File: src/hw/rtl/sgc_pkg.sv
// Shared types, codes and the 5x8 font table for the scaled glyph column generator.
`timescale 1ns / 1ps

package sgc_pkg;

    localparam int FONT_GLYPHS = 43;
    localparam int FONT_COLS   = 5;

    localparam logic [6:0] CODE_SPACE = 7'h20;
    localparam logic [6:0] CODE_BLANK = 7'h3A;
    localparam logic [6:0] CODE_FIRST = 7'h30;

    typedef struct packed {
        logic [6:0] char_code;
        logic [1:0] glyph_scale;
        logic [6:0] start_column;
        logic [2:0] start_page;
    } sgc_cmd_t;

    typedef struct packed {
        logic [2:0] page_addr;
        logic [6:0] column_addr;
        logic [7:0] pixel_byte;
        logic       last_byte;
        logic [6:0] next_column;
    } sgc_beat_t;

    // One row per glyph, font column 0 in the top byte.
    localparam logic [39:0] FONT_ROM [FONT_GLYPHS] = '{
        40'h7CA2928A7C, 40'h0084FE8000, 40'hE49292928C, 40'h448292926C,
        40'h302824FE20, 40'h4E8A8A8A72, 40'h7894929260, 40'h02E2120A06,
        40'h6C9292926C, 40'h0C9292523C, 40'h0000000000, 40'h1C7EFC7E1C,
        40'h1028448200, 40'h2828282828, 40'h8244281000, 40'h4020100804,
        40'h00C0C00000, 40'hF8242224F8, 40'h82FE92926C, 40'h7C82828244,
        40'h82FE82827C, 40'hFE92928282, 40'hFE12120202, 40'h7C82929274,
        40'hFE101010FE, 40'h0082FE8200, 40'h4080827E02, 40'hFE10284482,
        40'hFE80808080, 40'hFE041804FE, 40'hFE040810FE, 40'h7C8282827C,
        40'hFE1212120C, 40'h7C82A242BC, 40'hFE1232528C, 40'h4C92929264,
        40'h0202FE0202, 40'h7E8080807E, 40'h0E30C0300E, 40'hFE403040FE,
        40'hC6281028C6, 40'h0608F00806, 40'hC2A2928A86
    };

    function automatic logic [7:0] font_column(input logic [5:0] glyph,
                                               input logic [2:0] col);
        logic [39:0] row;
        logic [7:0]  dots;
        row = (32'(glyph) < FONT_GLYPHS) ? FONT_ROM[glyph] : 40'h0;
        case (col)
            3'd0:    dots = row[39:32];
            3'd1:    dots = row[31:24];
            3'd2:    dots = row[23:16];
            3'd3:    dots = row[15:8];
            3'd4:    dots = row[7:0];
            default: dots = 8'h00;
        endcase
        return dots;
    endfunction

endpackage

File: src/hw/rtl/sgc_ram.sv
// Generic single-write, single-read synchronous RAM with registered read data.
`timescale 1ns / 1ps

module sgc_ram #(
    parameter int WIDTH = 8,
    parameter int DEPTH = 16,
    localparam int ADDR_W = (DEPTH > 1) ? $clog2(DEPTH) : 1
) (
    input  logic              clk,
    input  logic              wr_en,
    input  logic [ADDR_W-1:0] wr_addr,
    input  logic [WIDTH-1:0]  wr_data,
    input  logic              rd_en,
    input  logic [ADDR_W-1:0] rd_addr,
    output logic [WIDTH-1:0]  rd_data
);

    logic [WIDTH-1:0] mem_reg [DEPTH];
    logic [WIDTH-1:0] rd_data_reg;

    always_ff @(posedge clk)
    begin
        if (wr_en)
        begin
            mem_reg[wr_addr] <= wr_data;
        end
        if (rd_en)
        begin
            rd_data_reg <= mem_reg[rd_addr];
        end
    end

    assign rd_data = rd_data_reg;

endmodule

File: src/hw/rtl/sgc_fill.sv
// Font loader: sweeps the glyph table into the font RAM once after reset.
`timescale 1ns / 1ps

module sgc_fill
    import sgc_pkg::*;
#(
    parameter int GLYPHS = 43,
    parameter int ADDR_W = 8
) (
    input  logic              clk,
    input  logic              rst_n,
    output logic              wr_en,
    output logic [ADDR_W-1:0] wr_addr,
    output logic [7:0]        wr_data,
    output logic              done
);

    logic [5:0]        glyph_reg, glyph_next;
    logic [2:0]        col_reg, col_next;
    logic [ADDR_W-1:0] addr_reg, addr_next;
    logic              done_reg, done_next;
    logic              last_word;

    assign last_word = (glyph_reg == 6'(GLYPHS - 1)) && (col_reg == 3'(FONT_COLS - 1));

    always_comb
    begin
        glyph_next = glyph_reg;
        col_next   = col_reg;
        addr_next  = addr_reg;
        done_next  = done_reg;
        if (!done_reg)
        begin
            addr_next = addr_reg + ADDR_W'(1);
            if (last_word)
            begin
                done_next = 1'b1;
            end
            else if (col_reg == 3'(FONT_COLS - 1))
            begin
                col_next   = 3'd0;
                glyph_next = glyph_reg + 6'd1;
            end
            else
            begin
                col_next = col_reg + 3'd1;
            end
        end
    end

    always_ff @(posedge clk or negedge rst_n)
    begin
        if (!rst_n)
        begin
            glyph_reg <= '0;
            col_reg   <= '0;
            addr_reg  <= '0;
            done_reg  <= 1'b0;
        end
        else
        begin
            glyph_reg <= glyph_next;
            col_reg   <= col_next;
            addr_reg  <= addr_next;
            done_reg  <= done_next;
        end
    end

    assign wr_en   = !done_reg;
    assign wr_addr = addr_reg;
    assign wr_data = font_column(glyph_reg, col_reg);
    assign done    = done_reg;

endmodule

File: src/hw/rtl/scaled_glyph_column_generator.sv
// Top level of the scaled glyph column generator: command decode, beat sequencer, result register.
`timescale 1ns / 1ps

// Draws one character of a 5x8 font, magnified by a scale s of 1 to MAX_SCALE,
// as a run of display bytes. A command is taken at a clock edge with start high
// and busy low; busy then stays high until the character's last beat has been
// issued. Each beat shows on the beat port for exactly one cycle with strobe
// high, and the receiver must take it then: there is no back-pressure. Beats
// come in this order: for each font column, for each page, s copies of the
// column; then one blank column on each page, the last of which carries
// last_byte. A character yields 5*s*s + s beats. A command is accepted in IDLE;
// then, for each of the five font columns, the block reads the font RAM in a
// FETCH state and issues that column's beats in EMIT, one beat per cycle, and
// at last issues the blank beats in BLANK before it returns to IDLE. Beats are
// registered after the internal sequencer in the output register, so the next
// command may be taken while the final beat is still on the port. After reset
// the font RAM is loaded from the built-in table, one column byte per cycle;
// busy is high during the load. Codes other than the digits, the symbols
// 0x3A..0x40 and upper-case letters draw blank, as does a space. A scale of
// zero acts as one, larger scales saturate at MAX_SCALE. Columns wrap modulo
// 128 and pages modulo 8.
module scaled_glyph_column_generator
    import sgc_pkg::*;
#(
    parameter int GLYPH_COUNT = 43,
    parameter int MAX_SCALE   = 3
) (
    input  logic      clk,
    input  logic      rst_n,
    input  logic      start,
    output logic      busy,
    input  sgc_cmd_t  command,
    output logic      strobe,
    output sgc_beat_t beat
);

    localparam int ROM_GLYPHS = (GLYPH_COUNT < FONT_GLYPHS) ? GLYPH_COUNT : FONT_GLYPHS;
    localparam int RAM_DEPTH  = ROM_GLYPHS * FONT_COLS;
    localparam int ADDR_W     = $clog2(RAM_DEPTH);

    typedef enum logic [4:0] {
        ST_IDLE  = 5'b00001,
        ST_FILL  = 5'b00010,
        ST_FETCH = 5'b00100,
        ST_EMIT  = 5'b01000,
        ST_BLANK = 5'b10000
    } state_t;

    // Vertical stretch: result bit j of page i takes font bit (8*i + j) / s.
    // Divide by three through a multiply by 11 and shift, exact below 32.
    function automatic logic [7:0] stretch(input logic [7:0] dots,
                                           input logic [1:0] page,
                                           input logic [1:0] s);
        logic [4:0] v;
        logic [9:0] prod;
        logic [2:0] src;
        logic [7:0] r;
        r = 8'h00;
        for (int j = 0; j < 8; j++)
        begin
            v    = {page, 3'(j)};
            prod = 10'(v) * 10'd11;
            case (s)
                2'd2:    src = v[3:1];
                2'd3:    src = prod[7:5];
                default: src = v[2:0];
            endcase
            r[j] = dots[src];
        end
        return r;
    endfunction

    state_t            state_reg, state_next;
    logic [1:0]        scale_reg, scale_next;
    logic              glyph_ok_reg, glyph_ok_next;
    logic [ADDR_W-1:0] base_reg, base_next;
    logic [2:0]        page0_reg, page0_next;
    logic [6:0]        kcol_reg, kcol_next;
    logic [6:0]        next_col_reg, next_col_next;
    logic [2:0]        k_reg, k_next;
    logic [1:0]        i_reg, i_next;
    logic [1:0]        c_reg, c_next;
    logic              strobe_reg, strobe_next;
    sgc_beat_t         beat_reg, beat_next;

    logic              fill_wr_en;
    logic [ADDR_W-1:0] fill_wr_addr;
    logic [7:0]        fill_wr_data;
    logic              fill_done;
    logic              rd_en;
    logic [ADDR_W-1:0] rd_addr;
    logic [7:0]        rd_data;

    // Command decode
    logic [1:0] cmd_scale;
    logic [6:0] cmd_code;
    logic [6:0] cmd_idx;
    logic       cmd_ok;
    logic [8:0] cmd_base;

    always_comb
    begin
        if (command.glyph_scale == 2'd0)
        begin
            cmd_scale = 2'd1;
        end
        else if (32'(command.glyph_scale) > MAX_SCALE)
        begin
            cmd_scale = 2'(MAX_SCALE);
        end
        else
        begin
            cmd_scale = command.glyph_scale;
        end
        cmd_code = (command.char_code == CODE_SPACE) ? CODE_BLANK : command.char_code;
        cmd_idx  = cmd_code - CODE_FIRST;
        cmd_ok   = (cmd_code >= CODE_FIRST) && (32'(cmd_idx) < ROM_GLYPHS);
        cmd_base = 9'(cmd_idx[5:0]) * 9'(FONT_COLS);
    end

    sgc_fill #(
        .GLYPHS (ROM_GLYPHS),
        .ADDR_W (ADDR_W)
    ) u_fill (
        .clk     (clk),
        .rst_n   (rst_n),
        .wr_en   (fill_wr_en),
        .wr_addr (fill_wr_addr),
        .wr_data (fill_wr_data),
        .done    (fill_done)
    );

    sgc_ram #(
        .WIDTH (8),
        .DEPTH (RAM_DEPTH)
    ) u_font_ram (
        .clk     (clk),
        .wr_en   (fill_wr_en),
        .wr_addr (fill_wr_addr),
        .wr_data (fill_wr_data),
        .rd_en   (rd_en),
        .rd_addr (rd_addr),
        .rd_data (rd_data)
    );

    // Fetch the current font column; data lands at the first EMIT cycle and holds.
    assign rd_en   = (state_reg == ST_FETCH);
    assign rd_addr = base_reg + ADDR_W'(k_reg);

    always_comb
    begin
        state_next    = state_reg;
        scale_next    = scale_reg;
        glyph_ok_next = glyph_ok_reg;
        base_next     = base_reg;
        page0_next    = page0_reg;
        kcol_next     = kcol_reg;
        next_col_next = next_col_reg;
        k_next        = k_reg;
        i_next        = i_reg;
        c_next        = c_reg;
        strobe_next   = 1'b0;
        beat_next     = beat_reg;

        case (state_reg)
            ST_FILL:
            begin
                if (fill_done)
                begin
                    state_next = ST_IDLE;
                end
            end

            ST_IDLE:
            begin
                if (start)
                begin
                    scale_next    = cmd_scale;
                    glyph_ok_next = cmd_ok;
                    base_next     = cmd_ok ? ADDR_W'(cmd_base) : '0;
                    page0_next    = command.start_page;
                    kcol_next     = command.start_column;
                    next_col_next = command.start_column
                                    + 7'(7'(cmd_scale) * 7'd5) + 7'd1;
                    k_next        = 3'd0;
                    i_next        = 2'd0;
                    c_next        = 2'd0;
                    state_next    = ST_FETCH;
                end
            end

            ST_FETCH:
            begin
                state_next = ST_EMIT;
            end

            ST_EMIT:
            begin
                // Issue copy c of page i for font column k.
                strobe_next           = 1'b1;
                beat_next.page_addr   = page0_reg + 3'(i_reg);
                beat_next.column_addr = kcol_reg + 7'(c_reg);
                beat_next.pixel_byte  = glyph_ok_reg ? stretch(rd_data, i_reg, scale_reg)
                                                     : 8'h00;
                beat_next.last_byte   = 1'b0;
                beat_next.next_column = next_col_reg;
                if (c_reg == scale_reg - 2'd1)
                begin
                    c_next = 2'd0;
                    if (i_reg == scale_reg - 2'd1)
                    begin
                        // Column done on every page: advance to the next font column.
                        i_next    = 2'd0;
                        kcol_next = kcol_reg + 7'(scale_reg);
                        if (k_reg == 3'(FONT_COLS - 1))
                        begin
                            state_next = ST_BLANK;
                        end
                        else
                        begin
                            k_next     = k_reg + 3'd1;
                            state_next = ST_FETCH;
                        end
                    end
                    else
                    begin
                        i_next = i_reg + 2'd1;
                    end
                end
                else
                begin
                    c_next = c_reg + 2'd1;
                end
            end

            ST_BLANK:
            begin
                // Spacing column after the glyph, one beat per page.
                strobe_next           = 1'b1;
                beat_next.page_addr   = page0_reg + 3'(i_reg);
                beat_next.column_addr = kcol_reg;
                beat_next.pixel_byte  = 8'h00;
                beat_next.last_byte   = (i_reg == scale_reg - 2'd1);
                beat_next.next_column = next_col_reg;
                if (i_reg == scale_reg - 2'd1)
                begin
                    state_next = ST_IDLE;
                end
                else
                begin
                    i_next = i_reg + 2'd1;
                end
            end

            default:
            begin
                state_next = ST_IDLE;
            end
        endcase
    end

    always_ff @(posedge clk or negedge rst_n)
    begin
        if (!rst_n)
        begin
            state_reg  <= ST_FILL;
            strobe_reg <= 1'b0;
            k_reg      <= '0;
            i_reg      <= '0;
            c_reg      <= '0;
        end
        else
        begin
            state_reg  <= state_next;
            strobe_reg <= strobe_next;
            k_reg      <= k_next;
            i_reg      <= i_next;
            c_reg      <= c_next;
        end
    end

    // Payload: no reset needed.
    always_ff @(posedge clk)
    begin
        scale_reg    <= scale_next;
        glyph_ok_reg <= glyph_ok_next;
        base_reg     <= base_next;
        page0_reg    <= page0_next;
        kcol_reg     <= kcol_next;
        next_col_reg <= next_col_next;
        beat_reg     <= beat_next;
    end

    assign busy   = (state_reg != ST_IDLE);
    assign strobe = strobe_reg;
    assign beat   = beat_reg;

`ifndef NO_ASSERTIONS
    // An accepted command holds the block busy on the next cycle.
    a_accept_busy: assert property (@(posedge clk) disable iff (!rst_n)
        start && !busy |=> busy)
        else $error("busy did not rise after an accepted command");

    // The final beat of a character is always a blank column.
    a_last_blank: assert property (@(posedge clk) disable iff (!rst_n)
        strobe && beat.last_byte |-> beat.pixel_byte == 8'h00)
        else $error("last beat carries pixel data");

    // A character's final beat is never directly followed by another beat.
    a_last_gap: assert property (@(posedge clk) disable iff (!rst_n)
        strobe && beat.last_byte |=> !strobe)
        else $error("beat issued right after a last beat");

    // A font RAM read is always followed by a data beat.
    a_fetch_emit: assert property (@(posedge clk) disable iff (!rst_n)
        state_reg == ST_FETCH |=> state_reg == ST_EMIT)
        else $error("fetch not followed by emit");

    // No beats while the font is being loaded.
    a_fill_quiet: assert property (@(posedge clk) disable iff (!rst_n)
        state_reg == ST_FILL |=> !strobe)
        else $error("beat issued during font load");
`endif

endmodule
File: config.mk
export PLATFORM = sky130hd
export DESIGN_NAME = scaled_glyph_column_generator
export DESIGN_NICKNAME = d
export VERILOG_FILES = /design/src/hw/rtl/sgc_pkg.sv /design/src/hw/rtl/sgc_ram.sv /design/src/hw/rtl/sgc_fill.sv /design/src/hw/rtl/scaled_glyph_column_generator.sv
export SDC_FILE = /design/constraint.sdc
export NUM_CORES = 2
export LEC_CHECK = 0
export ABC_AREA = 1
export BUFFER_PORTS_ARGS = -buffer_cell sky130_fd_sc_hd__buf_2
export CAP_MARGIN = 20
export CORE_UTILIZATION = 40
export DETAILED_ROUTE_END_ITERATION = 6
export PLACE_DENSITY = 0.58
export RECOVER_POWER = 50
export SKIP_LAST_GASP = 1
export SLEW_MARGIN = 20
export SYNTH_ARGS = -nofsm -noshare
export SYNTH_HDL_FRONTEND = slang
export SYNTH_SLANG_ARGS = --single-unit
File: constraint.sdc
create_clock -name clk -period 12.9 [get_ports clk]
set_input_delay 3.87 -clock clk [delete_from_list [all_inputs] [get_ports clk]]
set_output_delay 3.87 -clock clk [all_outputs]
set_load 0.03 [all_outputs]
==> results.md <==
* Tightest Hold Check Type: reg2reg
* Post-Synthesis Cells at 6,918
* Startpoint class of the critical path: flop
* Critical Path Sink Type: flop
* Pwr/cell area at 183 nW/um^2
* Data arrival time of the critical path at 6890 ps
* Mux cell area share after synthesis at 0.0142%
* Clk buf depth at 3
* CP dominant cell by count: nor2_1
* Seq pwr share at 40.1%
* Failing checks: capacitance limit, slew limit
* Met3 Use GR at 3.22%
* Compound-Gate Fraction of Synth Area at 4.57%
* FP Rows at 153
* Synth cell types at 44
* Syn nets at 6,997
* Hold Worst Slack at 419 ps
* Initial Util at 40.5%
* Min cycle time layout at 6440 ps
* GRT Residual Overflow at 0
* Buffers and inverters on the worst path at 4
* Largest family of logic cells by synthesized area: simple AND/OR/NAND/NOR gates
* Max-slew violation count at 183
* WL final at 195 mm
* Clock latency on the worst-skew pair at 790 ps
* Switching power share of the total at 34.4%
* Max-cap violations at 12
* Die Area at 178,000 um^2
* Die X at 422 um
* CP peak stage delay at 1740 ps
* First-pass GRT wire length at 295 mm
* CTS Hold Bufs at 0
* # DRC at 0
* Die extent in y at 422 um
* # Post-CTS Setup Buffers at 0
* Post-synth top area cell: edfxtp_1
* Ys Warns at 0
* CTS Buf Count at 169
* Unrepaired setup endpoints after global routing: no
* Routability Congestion at 0.885
* Ant. Diodes at 0
* Fmax at 155 MHz
* Most frequent cells in the layout: 2,204 x nand2_1, 1,566 x edfxtp_1, 745 x nor2_1
* Status: complete, but fails checks
* Worst path required time at 13,350 ps
* Worst slew pin tran at 2500 ps
* # IOs at 50
* Clock slew at reported path FFs at 60 ps
* Total global-route track usage at 21.5%
* CP Max Fanout at 72
* Commonest non-fill, non-tap cell in the layout: nand2_1
* Via density at 5.25
* H-Tree Depth at 4
* Synth Area in Simple Gates at 20.8%
* Clk sinks at 1,597
* Placed Area at 73,000 um^2
* Synth Register Bits at 1,597
* Met1 usage at 29.4%
* Psw at 0.00492 W
* Fin area at 78,000 um^2
* Root Buffer: clkbuf_16
* Number of synthesized flops with an enable pin at 1,566
* CTS resizes at 0
* Xor/xnor share of the synthesized area at 0.405%
* Initial antenna violation count at 1
* Max VDD drop at 157 uV
* WS Path Type: reg2reg
* Post-DP HPWL at 110 mm
* Syn_area_per_cell at 10.2 um^2
* Synth top area cells: edfxtp_1 67%, nand2_1 12%, nand3_1 4.7%
* Yosys top cell area share at 66.5%
* Final setup viols at 0
* Met2 Usage GRT at 35.0%
* CP top delay family: buffers and inverters
* Total core area at 175,000 um^2
* Pin count of the biggest net entering global routing at 225
* Comb pwr share at 27.6%
* Vias in the first global route at 47,337
* Share of flip-flops with an asynchronous set or reset at 1.94%
* Leak pwr at 30.1 nW
* Max reg flops at 1,505
* Internal power at 0.00936 W
* Combined area of all synthesized cells at 70,700 um^2
* Setup TNS at 0 ps
* DRT Pass-1 Iters at 5
* Vias at 48,740
* Worst-path cell chain: inv_1 -> ha_1 -> inv_1 -> nor2_1 -> nor2_1 -> nand2_1 -> o211ai_1 -> o21ai_0 -> nand3_1 -> nand2_1 -> nor2_1 -> a21oi_1 -> buf_4 -> buf_4
* Final hold viol count at 0
* Setup Skew at 26.8 ps
* CTS tree: built
* Layout cells sized above 1 at 4.90%
* Final #Nets at 6,912
* Sequential area share after synthesis at 67.6%
* Top_reg_cell synth: edfxtp_1
* Slew margin rel. at -66.4%
* Number of port buffers at 49
* Adder-cell share of the synthesized area at 1.07%
* P&R area growth vs syn at 10.3%
* Final critical-path share of the clock period at 49.9%
* Most used routing layer: met2
* Clock power frac at 32.3%
* Initial DRC Count at 4,711
* CP max stage cell: a21oi_1
* Number of fill cells in the layout at 16,330
* WL/cell at 21.0 um
* Post-route ant nets at 0
==> worst paths after layout <==
path | cells after the start | startpoint | slack, ps | end
worst min register to register | 0 | next_col_reg[3] | 420 | beat[3]
worst min-delay path | 0 | next_col_reg[3] | 420 | beat[3]
worst max register to register | 14 | u_fill.glyph_reg[0] | 6460 | u_font_ram.mem_reg[105][4]
max in group asynchronous | 1 | rst_n | 9080 | u_fill.glyph_reg[1]
min in group asynchronous | 1 | rst_n | 3220 | strobe
worst max-delay path | 14 | u_fill.glyph_reg[0] | 6460 | u_font_ram.mem_reg[105][4]
==> cells in the mapped netlist (4+ instances only) <==
| master | n |
|---|---|
| a21oi_1 | 57 |
| a31oi_1 | 8 |
| buf_1 | 34 |
| buf_2 | 103 |
| buf_4 | 37 |
| buf_6 | 6 |
| clkbuf_1 | 200 |
| dfrtp_1 | 30 |
| edfxtp_1 | 1566 |
| fa_1 | 6 |
| ha_1 | 51 |
| inv_1 | 563 |
| inv_2 | 10 |
| nand2_1 | 2206 |
| nand3_1 | 667 |
| nand4_1 | 18 |
| nor2_1 | 747 |
| nor3_1 | 29 |
| o2111ai_1 | 4 |
| o211ai_1 | 33 |
| o21ai_0 | 205 |
| o21ai_1 | 257 |
| o221ai_1 | 9 |
| o22ai_1 | 14 |
| o31ai_1 | 8 |
| xnor2_1 | 5 |
| xor2_1 | 24 |
==> worst reg2reg max path, cell delays in order, from the launching register on <==
cell	delay, ps
dfrtp_1	490
inv_1	350
ha_1	330
inv_1	120
nor2_1	320
nor2_1	170
nand2_1	100
o211ai_1	100
o21ai_0	160
nand3_1	80
nand2_1	110
nor2_1	90
a21oi_1	1740
buf_4	1010
buf_4	880
==> power by group through the flow <==
stage	Combinational (W)	Sequential, W	Clock, W
floorplan	0.00283	0.00584	0
global placement	0.00391	0.00584	0
detailed placement	0.00392	0.00584	0
CTS	0.00394	0.00573	0.00467
global route	0.00439	0.00573	0.00487
finish	0.00394	0.00573	0.00461
==> through the flow <==
stage,total power [W],instances,util [%],worst slack (ps)
after CTS,0.0143,9291,44.7,6890
after floorplan,0.00868,6918,-,4070
after detailed placement,0.00976,8987,41.8,6650
after global placement,0.00974,8986,41.8,6490
final,0.0143,9291,44.6,6460
after global routing,0.0150,9291,44.6,6060
==> final cells by class <==
class / count / area, um^2 / area share [%]
timing repair buffer: 124 / 840 / 1.08
tap: 2325 / 2910 / 3.73
clock inverter: 87 / 621 / 0.796
sequential: 1597 / 47800 / 61.3
inverter: 575 / 2170 / 2.79
multi-input combinational: 4366 / 19100 / 24.5
clock buffer: 217 / 4510 / 5.79
==> per-layer routing <==
metal	routed length, um	vias to the layer above	part of all wire [%]
li1	-	22962	-
met1	83700	23793	43
met2	91500	1641	47
met3	12500	342	6.4
met4	6890	2	3.5
met5	13	-	0.0067
==> kinds of logic after synthesis <==
| logic type | Yosys count |
|---|---|
| multiplexers | 1 |
| adder cells (fa/ha/maj) | 57 |
| AND/OR/NAND/NOR | 3673 |
| XOR/XNOR | 31 |
| buffers and inverters | 955 |
| AO/OA/AOI/OAI | 604 |
| flip-flops | 1597 |
Power figures use the tool's default switching activity.
